File: src/sv/rrst_pkg.sv
// Package for the request/reply session tracker.
// Holds command and status codes, the phase codes and the walker state type; no dependencies.
`default_nettype none
package rrst_pkg;
  localparam logic [2:0] CMD_OPEN = 3'd0;
  localparam logic [2:0] CMD_ACK = 3'd1;
  localparam logic [2:0] CMD_RBEGIN = 3'd2;
  localparam logic [2:0] CMD_REND = 3'd3;
  localparam logic [2:0] CMD_SCAN = 3'd4;

  localparam logic [3:0] ST_OK = 4'd0;
  localparam logic [3:0] ST_SEND_FAIL = 4'd1;
  localparam logic [3:0] ST_MISSING = 4'd2;
  localparam logic [3:0] ST_NONE = 4'd3;
  localparam logic [3:0] ST_OPENED = 4'd4;
  localparam logic [3:0] ST_FULL = 4'd5;
  localparam logic [3:0] ST_UNKNOWN = 4'd6;
  localparam logic [3:0] ST_ACCEPTED = 4'd7;
  localparam logic [3:0] ST_SCAN_DONE = 4'd8;

  localparam logic [1:0] PH_INIT = 2'd0;
  localparam logic [1:0] PH_WAIT_ACK = 2'd1;
  localparam logic [1:0] PH_WAIT_REPLY = 2'd2;

  typedef enum logic [3:0] {
    S_IDLE = 4'b0001,
    S_WALK = 4'b0010,
    S_OUT  = 4'b0100,
    S_LAST = 4'b1000
  } state_e;
endpackage
`default_nettype wire

File: src/sv/request_reply_session_tracker_top.sv
// Top level of the request/reply session tracker.
// Uses rrst_pkg; holds the slot table, the slot walker and the output register.
//
// Usage: commands enter on the s_axis channel, one transfer per command.
// Results leave on the m_axis channel; tlast marks the final result of a command.
// Every defined command walks the slot table one slot per cycle (a scan holds while
// the receiver stalls) through a single compare and add unit, and that walk sets the
// timing. A scan visits all MAX_SESSIONS slots, then leaves the walk and sends the
// final result; open, ack and reply commands stop at the slot they hit.
// A reported result does not hold the walk while the receiver keeps up.
// A scan gives one result per reported finished session, then a scan done result.
// s_axis_tready is low while a command is being worked on.
// When the receiver stalls, the walk holds at a pending result until it is taken.
// Reset clears all slot valid bits, the time and the id counter; the table itself
// is not cleared, since open writes every entry field first.
// Undefined commands give no result.
`default_nettype none
module request_reply_session_tracker_top
  import rrst_pkg::*;
#(
  parameter int MAX_SESSIONS = 16
) (
  input  wire logic         clk_i,
  input  wire logic         rst_ni,
  input  wire logic         s_axis_tvalid,
  output logic              s_axis_tready,
  // cmd[2:0], cast_multicast[3], expected_replies[11:4], reply_timeout_ms[43:12],
  // com_tag[75:44], session_id[107:76], send_ok[108], elapsed_ms[124:109], zeros
  input  wire logic [127:0] s_axis_tdata,
  output logic              m_axis_tvalid,
  input  wire logic         m_axis_tready,
  // status[3:0], result_session_id[35:4], result_com_tag[67:36], reply_count[75:68]
  output logic [79:0]       m_axis_tdata,
  output logic              m_axis_tlast
);
  localparam int IW = (MAX_SESSIONS > 1) ? $clog2(MAX_SESSIONS) : 1;
  localparam int CW = $clog2(MAX_SESSIONS + 1);

  state_e state_q;
  logic [127:0] in_q;
  logic [CW-1:0] idx_q;
  logic found_q;
  logic [IW-1:0] hit_q;
  logic [31:0] now_q, id_q;
  logic [MAX_SESSIONS-1:0] valid_q;
  logic [1:0] phase_q [MAX_SESSIONS];
  logic mc_q [MAX_SESSIONS];
  logic aseen_q [MAX_SESSIONS];
  logic agood_q [MAX_SESSIONS];
  logic [7:0] exp_q [MAX_SESSIONS];
  logic [7:0] rcv_q [MAX_SESSIONS];
  logic recv_q [MAX_SESSIONS];
  logic [31:0] dl_q [MAX_SESSIONS];
  logic [31:0] wt_q [MAX_SESSIONS];
  logic [31:0] sid_q [MAX_SESSIONS];
  logic [31:0] tag_q [MAX_SESSIONS];

  logic [2:0] cmd;
  logic [31:0] in_sid;
  logic [IW-1:0] ix;
  logic in_range;
  assign cmd = in_q[2:0];
  assign in_sid = in_q[107:76];
  assign ix = idx_q[IW-1:0];
  assign in_range = (idx_q < CW'(MAX_SESSIONS));
  assign s_axis_tready = (state_q == S_IDLE);

  // Step of the current slot during a scan.
  logic [1:0] ph;
  logic tmo, fin, rep, go_wait;
  logic [3:0] code;
  logic [31:0] dd;
  always_comb begin
    ph = phase_q[ix];
    dd = dl_q[ix] - now_q - 32'd1;
    tmo = (dd >= wt_q[ix]);
    fin = 1'b0;
    go_wait = 1'b0;
    code = ST_OK;
    if (!mc_q[ix] && ph == PH_INIT) ph = PH_WAIT_ACK;
    if (mc_q[ix] && ph == PH_INIT) begin
      go_wait = 1'b1;
    end else if (!mc_q[ix] && ph == PH_WAIT_ACK) begin
      if (aseen_q[ix]) begin
        if (agood_q[ix]) go_wait = 1'b1;
        else begin
          fin = 1'b1;
          code = ST_SEND_FAIL;
        end
      end
    end else if (ph == PH_WAIT_REPLY) begin
      if (exp_q[ix] != 8'd0) begin
        if (rcv_q[ix] >= exp_q[ix]) begin
          fin = !recv_q[ix];
        end else if (tmo && !recv_q[ix]) begin
          fin = 1'b1;
          code = (rcv_q[ix] != 8'd0) ? ST_MISSING : ST_NONE;
        end
      end else if (tmo && !recv_q[ix]) begin
        fin = 1'b1;
        code = (rcv_q[ix] != 8'd0) ? ST_OK : ST_NONE;
      end
    end
    rep = fin && (exp_q[ix] == 8'd0 || code != ST_OK);
  end

  logic out_free, scan_rep, load_out;
  assign out_free = !m_axis_tvalid || m_axis_tready;
  assign scan_rep = (state_q == S_WALK) && in_range && (cmd == CMD_SCAN) &&
                    valid_q[ix] && rep;
  assign load_out = out_free && (scan_rep || state_q == S_LAST);

  logic [31:0] next_id;
  always_comb begin
    next_id = id_q + 32'd1;
    if (next_id == 32'd0) next_id = 32'd1;
  end

  always_ff @(posedge clk_i or negedge rst_ni) begin
    if (!rst_ni) begin
      state_q <= S_IDLE;
      valid_q <= '0;
      now_q <= '0;
      id_q <= '0;
      idx_q <= '0;
      found_q <= 1'b0;
      m_axis_tvalid <= 1'b0;
    end else begin
      if (load_out) m_axis_tvalid <= 1'b1;
      else if (m_axis_tready) m_axis_tvalid <= 1'b0;
      unique case (state_q)
        S_IDLE: begin
          if (s_axis_tvalid) begin
            in_q <= s_axis_tdata;
            idx_q <= '0;
            found_q <= 1'b0;
            if (s_axis_tdata[2:0] == CMD_SCAN)
              now_q <= now_q + {16'd0, s_axis_tdata[124:109]};
            state_q <= (s_axis_tdata[2:0] > CMD_SCAN) ? S_IDLE : S_WALK;
          end
        end
        S_WALK: begin
          if (!in_range) begin
            state_q <= S_LAST;
          end else if (cmd == CMD_SCAN) begin
            // A slot with a result to report is left untouched until it can be sent.
            if (valid_q[ix] && (!rep || out_free)) begin
              if (go_wait) begin
                dl_q[ix] <= now_q + wt_q[ix];
                phase_q[ix] <= PH_WAIT_REPLY;
              end else phase_q[ix] <= ph;
              if (fin) valid_q[ix] <= 1'b0;
            end
            if (valid_q[ix] && rep) begin
              if (out_free) begin
                m_axis_tdata <= {4'd0, rcv_q[ix], tag_q[ix], sid_q[ix], code};
                m_axis_tlast <= 1'b0;
                idx_q <= idx_q + CW'(1);
              end
            end else idx_q <= idx_q + CW'(1);
          end else if (cmd == CMD_OPEN) begin
            if (!valid_q[ix]) begin
              found_q <= 1'b1;
              hit_q <= ix;
              state_q <= S_LAST;
            end else idx_q <= idx_q + CW'(1);
          end else begin
            if (valid_q[ix] && sid_q[ix] == in_sid) begin
              found_q <= 1'b1;
              hit_q <= ix;
              state_q <= S_LAST;
            end else idx_q <= idx_q + CW'(1);
          end
        end
        S_LAST: begin
          if (out_free) begin
            m_axis_tlast <= 1'b1;
            state_q <= S_IDLE;
            priority if (cmd == CMD_SCAN) begin
              m_axis_tdata <= {44'd0, 32'd0, ST_SCAN_DONE};
            end else if (cmd == CMD_OPEN) begin
              if (!found_q) m_axis_tdata <= {44'd0, 32'd0, ST_FULL};
              else begin
                id_q <= next_id;
                valid_q[hit_q] <= 1'b1;
                phase_q[hit_q] <= PH_INIT;
                mc_q[hit_q] <= in_q[3];
                aseen_q[hit_q] <= 1'b0;
                agood_q[hit_q] <= 1'b0;
                exp_q[hit_q] <= in_q[11:4];
                rcv_q[hit_q] <= 8'd0;
                recv_q[hit_q] <= 1'b0;
                dl_q[hit_q] <= 32'd0;
                wt_q[hit_q] <= in_q[43:12];
                sid_q[hit_q] <= next_id;
                tag_q[hit_q] <= in_q[75:44];
                m_axis_tdata <= {44'd0, next_id, ST_OPENED};
              end
            end else begin
              if (!found_q) m_axis_tdata <= {44'd0, in_sid, ST_UNKNOWN};
              else begin
                m_axis_tdata <= {44'd0, in_sid, ST_ACCEPTED};
                unique case (cmd)
                  CMD_ACK: begin
                    aseen_q[hit_q] <= 1'b1;
                    agood_q[hit_q] <= in_q[108];
                  end
                  CMD_RBEGIN: recv_q[hit_q] <= 1'b1;
                  default: begin
                    recv_q[hit_q] <= 1'b0;
                    if (rcv_q[hit_q] != 8'hFF) rcv_q[hit_q] <= rcv_q[hit_q] + 8'd1;
                  end
                endcase
              end
            end
          end
        end
        S_OUT: state_q <= S_IDLE;
        default: state_q <= S_IDLE;
      endcase
    end
  end
endmodule
`default_nettype wire
File: config.mk
export PLATFORM = sky130hd
export DESIGN_NAME = request_reply_session_tracker_top
export DESIGN_NICKNAME = d
export VERILOG_FILES = /design/src/sv/rrst_pkg.sv /design/src/sv/request_reply_session_tracker_top.sv
export SDC_FILE = /design/constraint.sdc
export NUM_CORES = 2
export LEC_CHECK = 0
export BUFFER_PORTS_ARGS = -buffer_cell sky130_fd_sc_hd__buf_2
export CAP_MARGIN = 40
export CORE_ASPECT_RATIO = 0.5
export CORE_MARGIN = 2
export CORE_UTILIZATION = 40
export CTS_BUF_LIST = sky130_fd_sc_hd__clkbuf_8 sky130_fd_sc_hd__clkbuf_16
export DETAILED_ROUTE_END_ITERATION = 6
export PLACE_DENSITY_LB_ADDON = 0.08
export SYNTH_ARGS = -nofsm -noshare
export SYNTH_HDL_FRONTEND = slang
export SYNTH_SLANG_ARGS = --single-unit
File: constraint.sdc
create_clock -name clk_i -period 12.9 [get_ports clk_i]
set_clock_uncertainty 0.05 [all_clocks]
set_input_delay 1.29 -clock clk_i [delete_from_list [all_inputs] [get_ports clk_i]]
set_output_delay 1.29 -clock clk_i [all_outputs]
set_load 0.01 [all_outputs]
-- After elaboration in Yosys (flattened, before gate mapping)
Memories as Yosys holds them, arrays and structs flattened. A register that Yosys moved wholly into a read port is not among the register bits.
Index checks and enable logic that the tools add are counted.
- add/sub/neg operators: 7
- $mul: 0
- divide/modulo/power cells: 0
- magnitude comparators: 8
- eq/ne operators: 32
- shift operators: 0
- multiplexer cells: 146
- bitwise gates (word level): 10
- reductions and logical operators: 54
- operator list (kind ; number):
    80-bit two-way mux ; 6
    80-bit one-hot mux with 2 select lines ; 1
    16-bit two-way mux ; 8
    1-bit two-way mux ; 85
    36-bit two-way mux ; 2
    4-bit two-way mux ; 17
    32-bit two-way mux ; 2
    5-bit two-way mux ; 8
    32-bit by 1-bit adder with 32-bit output (second input constant) ; 1
    32-bit by 16-bit adder with 32-bit output ; 1
    32-bit adder ; 1
    32-bit == test ; 1
    32-bit >= comparator ; 1
    32-bit zero test ; 1
    16-bit one-hot mux with 2 select lines ; 1
    32-bit OR reduction ; 1
    32-bit by 1-bit subtractor with 32-bit output (second input constant) ; 1
    32-bit subtractor ; 1
    1-bit logical AND ; 22
    2-bit inequality test (second input constant) ; 9
    6-bit AND reduction ; 3
    16-bit bitwise AND ; 1
    2-bit two-way mux ; 8
    4-bit inequality test (second input constant) ; 4
    43 further kinds ; 71
- register bits after elaboration: 285
- bits in latches: 0
- RAM bits: 2400
- bits in read-only memories: 0
- output and inout port bits: 83
- word-level logic and storage cells: 279
- memories: 11
- memories (name ; depth ; width ; rd ports ; clocked after Yosys merged registers in ; write ports ; RTL line ; source):
    dl_q ; 16 ; 32 ; 1 ; 0 ; 1 ; request_reply_session_tracker_top.sv:53 ; logic [31:0] dl_q [MAX_SESSIONS];
    sid_q ; 16 ; 32 ; 1 ; 0 ; 1 ; request_reply_session_tracker_top.sv:55 ; logic [31:0] sid_q [MAX_SESSIONS];
    tag_q ; 16 ; 32 ; 1 ; 0 ; 1 ; request_reply_session_tracker_top.sv:56 ; logic [31:0] tag_q [MAX_SESSIONS];
    wt_q ; 16 ; 32 ; 1 ; 0 ; 1 ; request_reply_session_tracker_top.sv:54 ; logic [31:0] wt_q [MAX_SESSIONS];
    exp_q ; 16 ; 8 ; 1 ; 0 ; 1 ; request_reply_session_tracker_top.sv:50 ; logic [7:0] exp_q [MAX_SESSIONS];
    rcv_q ; 16 ; 8 ; 2 ; 1 ; 1 ; request_reply_session_tracker_top.sv:51 ; logic [7:0] rcv_q [MAX_SESSIONS];
    5 more memories ; n/a ; n/a ; n/a ; n/a ; n/a ; n/a ;

-- Longest topological paths before layout
An unclocked memory read counts as a cell.
- depth in word-level cells: 25
- gate-level depth with buffers: 35
- depth with buffers taken out: 25

-- Worst setup path after synthesis
OpenSTA, ideal clock, no wires.
- path type: register -> register
- from: reg idx_q[0]
- to: reg m_axis_tdata[0], enable pin
- library setup time: 0.513 ns
- arrival: 10.843 ns
- data required time: 12.337 ns
- slack: 1.494 ns
- cell stages (with the launch flop): 34
- buffers on the path: 9
- period minus slack after synthesis: 11.406 ns
- cells stage by stage: dfrtp_1 -> buf_6 -> buf_6 -> buf_6 -> buf_6 -> buf_6 -> buf_4 -> buf_4 -> buf_1 -> buf_2 -> mux4_2 -> mux4_2 -> ha_1 -> fa_1 -> a21o_1 -> a21o_1 -> a21oi_1 -> o21ai_0 -> a311oi_1 -> a211o_1 -> a31oi_1 -> a21o_1 -> or4b_2 -> nand3_1 -> ha_1 -> nand4_1 -> or2_2 -> nor2_1 -> and2_1 -> a211oi_1 -> nor2_1 -> o31a_1 -> a31oi_1 -> nor2_1
- longest elaborated chain between the ends: 17
- elaborated cells on any way between the ends: 56
- classes of those cells: add/sub: 2; order compare: 3; eq/ne: 4; mux: 22; reduce/logical: 16; memory: 9
- ends and longest elaborated chain (item ; RTL line ; source):
    start, declared ; request_reply_session_tracker_top.sv:41 ; logic [CW-1:0] idx_q;
    start signal, assigned ; request_reply_session_tracker_top.sv:158 ; idx_q <= idx_q + CW'(1);
    start signal, assigned ; request_reply_session_tracker_top.sv:160 ; end else idx_q <= idx_q + CW'(1);
    start signal, assigned ; request_reply_session_tracker_top.sv:166 ; end else idx_q <= idx_q + CW'(1);
    memory 16 x 32 bit ; n/a ;
    32-bit subtractor ; request_reply_session_tracker_top.sv:75 ; dd = dl_q[ix] - now_q - 32'd1;
    32-bit by 1-bit subtractor with 32-bit output ; request_reply_session_tracker_top.sv:75 ;
    32-bit >= comparator ; request_reply_session_tracker_top.sv:76 ; tmo = (dd >= wt_q[ix]);
    1-bit logical AND ; request_reply_session_tracker_top.sv:95, request_reply_session_tracker_top.sv:99 ;
    2-bit two-way mux ; request_reply_session_tracker_top.sv:95 ; end else if (tmo && !recv_q[ix]) begin
    2-bit two-way mux ; request_reply_session_tracker_top.sv:93 ; if (rcv_q[ix] >= exp_q[ix]) begin
    4-bit two-way mux ; request_reply_session_tracker_top.sv:92 ; if (exp_q[ix] != 8'd0) begin
    4-bit two-way mux ; request_reply_session_tracker_top.sv:91 ; end else if (ph == PH_WAIT_REPLY) begin
    4-bit two-way mux ; request_reply_session_tracker_top.sv:83 ; end else if (!mc_q[ix] && ph == PH_WAIT_ACK) begin
    4-bit two-way mux ; request_reply_session_tracker_top.sv:81 ; if (mc_q[ix] && ph == PH_INIT) begin
    4-bit nonzero test ; request_reply_session_tracker_top.sv:104 ; rep = fin && (exp_q[ix] == 8'd0 || code != ST_OK);
    1-bit logical OR ; request_reply_session_tracker_top.sv:104 ;
    1-bit logical AND ; request_reply_session_tracker_top.sv:104 ;
    1-bit logical AND ; request_reply_session_tracker_top.sv:154 ; if (valid_q[ix] && rep) begin
    2-bit by 1-bit inequality test with 1-bit output (no source line) ; n/a ;
    7-bit AND reduction (no source line) * ; n/a ;
    end signal, assigned ; request_reply_session_tracker_top.sv:156 ; m_axis_tdata <= {4'd0, rcv_q[ix], tag_q[ix], sid_q[ix], code};
    end signal, assigned ; request_reply_session_tracker_top.sv:180 ; m_axis_tdata <= {44'd0, 32'd0, ST_SCAN_DONE};
    end signal, assigned ; request_reply_session_tracker_top.sv:182 ; if (!found_q) m_axis_tdata <= {44'd0, 32'd0, ST_FULL};
    end, declared ; request_reply_session_tracker_top.sv:33 ; output logic [79:0] m_axis_tdata,
Every way passes the cells marked *; elsewhere a longest branch is shown, timed or not. The select of a mux whose other input is x is not followed.
A chain may end at the register's enable or synchronous reset.

-- Worst setup path after layout
- from: reg idx_q[0]
- to: mem dl_q[7][3], enable pin
- longest elaborated chain between the ends: 24
- elaborated cells on any way between the ends: 68
- classes of those cells: add/sub: 2; order compare: 3; eq/ne: 2; mux: 34; reduce/logical: 18; memory: 9
- ends and longest elaborated chain (item ; RTL line ; source):
    memory 16 x 32 bit ; n/a ;
    32-bit subtractor ; request_reply_session_tracker_top.sv:75 ;
    32-bit by 1-bit subtractor with 32-bit output ; request_reply_session_tracker_top.sv:75 ;
    32-bit >= comparator ; request_reply_session_tracker_top.sv:76 ;
    1-bit logical AND ; request_reply_session_tracker_top.sv:95, request_reply_session_tracker_top.sv:99 ;
    2-bit two-way mux ; request_reply_session_tracker_top.sv:95 ;
    2-bit two-way mux ; request_reply_session_tracker_top.sv:93 ;
    4-bit two-way mux ; request_reply_session_tracker_top.sv:92 ;
    (+8 left out) ; n/a ;
    1-bit logical AND ; request_reply_session_tracker_top.sv:147 ; if (valid_q[ix] && (!rep || out_free)) begin
    1-bit two-way mux ; request_reply_session_tracker_top.sv:147 ;
    1-bit two-way mux ; request_reply_session_tracker_top.sv:145 ; end else if (cmd == CMD_SCAN) begin
    1-bit two-way mux ; request_reply_session_tracker_top.sv:143 ; if (!in_range) begin
    1-bit two-way mux ; request_reply_session_tracker_top.sv:131 ; unique case (state_q)
    1-bit logical AND (not written as such) ; request_reply_session_tracker_top.sv:149 ; dl_q[ix] <= now_q + wt_q[ix];
    1-bit two-way mux (not written as such) ; request_reply_session_tracker_top.sv:149 ;
    1-bit two-way mux (no source line) ; n/a ;
    end, declared ; request_reply_session_tracker_top.sv:53 ;
Several ways; a longest one is shown, not always the timed one. The select of a mux whose other input is x is not followed.

==> results by stage <==
Global route:
- The global-route usage over all layers is between 20% and 30%.
- Entering global routing, the biggest net connects 127 pins.
- The first global-routing pass estimated 428000 microns of wire.
- The final global-route overflow total is 0.
- The number of global-route vias before repair is 58000.
- The initial antenna violation count came to 10.

Power:
- The total chip power is between 15000 and 20000 uW.
- Across the VDD grid, the largest voltage drop is 0.124 mV.
- In this run the static leakage power is 0.0391 uW.
- For this design the ratio of total power to cell area is 156 nW/um^2.

Clock network:
- The clock latency at the later pin of the worst-skew pair is ~0.91 ns.
- Counting every sink on the clock net gives 2684.
- In this run the clock root is driven by a clkbuf_16.
- The number of hold buffers added after CTS is 0.
- The number of setup buffers added after CTS is 0.
- In this run, post-CTS repair resized a total of 0 instances.
- The total CTS buffers is 245.
- The number of H-tree branching levels is 4.
- The TritonCTS clock tree is built.
- After clock tree synthesis, the clock-pin slew on the worst setup and hold paths is 0.07 ns.
- No sink is reached through more buffers than the 4 on the longest clock path.

Run status:
- The run finished with clean final reports.

Critical path:
- Together, buffers and inverters on the worst path number 5.
- The worst setup path is captured at a flip-flop.
- On the worst path, the slowest cell contributes a delay of 0.72 ns.
- The library cell contributing the largest single delay on the critical path is dfrtp_4.
- Across all register-to-register paths, the minimum setup slack is 2.50 ns.
- The worst register-to-register path begins at idx_q[0].
- The required time reported for the critical path endpoint is 13.37 ns.
- On the critical path the largest part of the delay comes from compound AO/OA/AOI/OAI gates.
- The biggest fanout along the worst timing path is 33.
- In this run the worst setup path begins at idx_q[0].
- The kind of launch point of the worst setup path is a flip-flop.
- Data arrives at the worst endpoint at ~11 ns.
- Among the stages of the critical path, the cell type that occurs most often is buf_4.
- The path type of the worst setup path is flip-flop to flip-flop.

Synth:
- Each instance of the synthesized netlist takes up on average 20.0 sq um.
- The number of enable-type register cells in the synthesized netlist is between 2000 and 3000.
- The cell count after synthesis is 5473.
- The count of different cell masters after synthesis is 88.
- The netlist area before placement is between 100000 and 150000 sq um.
- Counting flops with an async set or reset pin after synthesis yields a share of 3.35%.
- Synthesis inferred 2684 register bits.
- The most instantiated flip-flop cell in the synthesis netlist is edfxtp_1.
- The share of the Yosys chip area taken by registers is 73.1%.
- Yosys printed 0 warnings.

Final layout:
- Cells with a size suffix above 1 make up 26.7% of the layout.
- For this run, the post-layout net count is 6133.
- Leaving out fill and tap cells, the most frequent cell in the layout is edfxtp_1.
- The area added between synthesis and finish is 13.5%.
- The number of standard cells in the final layout excluding fillers is 9704.
- In the layout the commonest cells are edfxtp_1, mux4_2, clkbuf_16.

Timing:
- The number of max-slew violations in the final report is 0.
- Setup repair after global routing left no endpoint under its margin.
- Of the available clock period, the critical path in the final layout requires 80.6%.
- Headroom to the max-slew limit came out at 15.3%.
- Across all hold checks on the routed design, the worst slack comes to 0.361 ns.
- For the finished layout, the period the worst path requires is 10.40 ns.
- Static timing analysis puts the maximum clock frequency at between 90 and 100 MHz.
- The count of endpoints failing hold in the final timing report was 0.
- The accumulated negative setup slack is 0 ns.
- The slew at the pin closest to its max-slew limit is 1.27 ns.
- Setup violations remaining at the end of the flow were counted as 0.

Routing:
- The post-detailed-route wirelength per cell is 31.1 microns.
- For this block, the initial DRC count from the detailed router was ~5700.
- The post-route antenna net violation count is 0.
- Across all layers, the routed design uses 55900 vias.
- The ratio of routed vias to standard cells is 5.76.
- The pre-antenna-repair detailed-routing pass consisted of 6 iterations.
- After detailed routing, the number of remaining DRC violations is 0.
- After detailed routing, the total wire length is 302000 microns.

Floorplan:
- The die extent in y is 374 microns.
- The horizontal die dimension is between 700 and 800 microns.
- In this run the core area contains 135 standard-cell rows.
- The die covers between 200000 and 300000 sq um.
- The I/O pin count is about 220.
- For this configuration, the core starts out at a cell density of 40.4%.
- After floorplanning, the core was sized to cover 272000 sq um.

Worst hold path:
- The tightest min-delay check is of the input pin to asynchronous set/reset pin type.

Placement:
- Input and output buffers added on the ports amount to roughly 210.
- The sum of net half-perimeters after detailed placement is between 150000 and 200000 microns.
- The final RePlAce weighted congestion is 0.862.
- Including well taps, the total number of placed cells is ~9200.

Run:
- The count of max-cap constraint violations is 0.
power by group:
part	internal [uW]	switching, uW
clock network	4040	3280
registers	9980	150
logic	741	1200
total	14800	4630
worst reg2reg max path, stage by stage, from the launching register on:
cell      delay (ns)
dfrtp_4         0.72
buf_4           0.55
buf_4           0.64
mux4_2          0.63
mux4_2          0.52
ha_1            0.35
a21oi_1         0.20
o211ai_1        0.18
and4_1          0.28
o41ai_1         0.56
nand3_1         0.28
a21o_1          0.27
a31o_2          0.25
a21oi_1         0.17
xnor2_1         0.15
ha_1            0.27
a21o_1          0.18
a21o_1          0.17
a211o_1         0.35
a211oi_1        0.58
buf_4           0.28
buf_4           0.15
nor2_1          0.09
o31ai_2         0.35
o31ai_4         0.17
o22a_2          0.40
nor2_4          0.72
buf_4           0.48
state kept, by name (all words and copies together), names as in the netlist, named ones only:
register       cells
agood_q           16
sid_q            512
recv_q            16
id_q              32
tag_q            512
hit_q              4
m_axis_tdata      76
aseen_q           16
state_q            3
m_axis_tvalid      1
dl_q             512
exp_q            128
valid_q           16
mc_q              16
found_q            1
rcv_q            128
phase_q           32
idx_q              5
wt_q             512
in_q             109
m_axis_tlast       1
now_q             32
cell type report:
type	count	area, sq um
clock inverter	193	1610
timing repair buffer	414	3230
antenna	4	10.0
clock buffer	252	6260
sequential	2684	80100
tap	3630	4540
fill	22900	147000
multi-input combinational	2409	28200
inverter	118	450
cells by family (layout without fill, tap and decap cells):
logic type / after synthesis / in the layout / synth area share, %
AOI/OAI and AO/OA: 490 / 490 / 3.04
xor gates and xnor gates: 178 / 178 / 1.42
adders and majority gates: 129 / 129 / 1.49
buffers and inverters: 383 / 977 / 1.52
DFF: 2684 / 2684 / 73.1
muxes: 824 / 824 / 16.1
other: 1 / 8 / 0.00342
and+or+nand+nor: 784 / 784 / 3.37
Yosys cell counts (45+ instances only):
master    count  area (sq um)
clkbuf_1    132           495
dfrtp_1      89          2230
a21oi_1     139           696
and2_1       54           338
buf_2        45           225
ha_1        126          1580
xor2_1       51           447
mux2i_1      53           531
nand3_1      59           295
nor2_1      255           957
inv_1       116           435
nand2_1     216           811
o21ai_0      68           340
edfxtp_1   2590         77800
xnor2_1     127          1110
mux4_2      746         16800
buf_1        56           210
per-layer routing:
metal	part of all wire, %	track usage, %	up-vias
met5	0	0	-
met4	2.4	5.12	0
met3	5.0	2.85	403
met2	48	34.8	1687
met1	45	31.0	30500
li1	-	-	23300
worst paths after layout:
| check | cells past startpoint | endpoint |
|---|---|---|
| setup reg to reg | 27 | dl_q[7][3] |
| hold / removal | 2 | now_q[12] |
| setup / recovery | 27 | dl_q[7][3] |
| hold reg to reg | 1 | now_q[27] |
| min in group clk_i | 1 | now_q[27] |
| max in group asynchronous | 3 | idx_q[3] |
through the flow:
step	area, sq um	setup slack, ns	utilization, %
6_report	124000	2.50	45.8
5_1_grt	124000	1.79	45.8
4_1_cts	124000	2.36	45.8
3_5_place_dp	116000	2.46	42.9
3_3_place_gp	116000	2.00	42.6
2_1_floorplan	110000	1.49	-
Power figures use the tool's default switching activity.
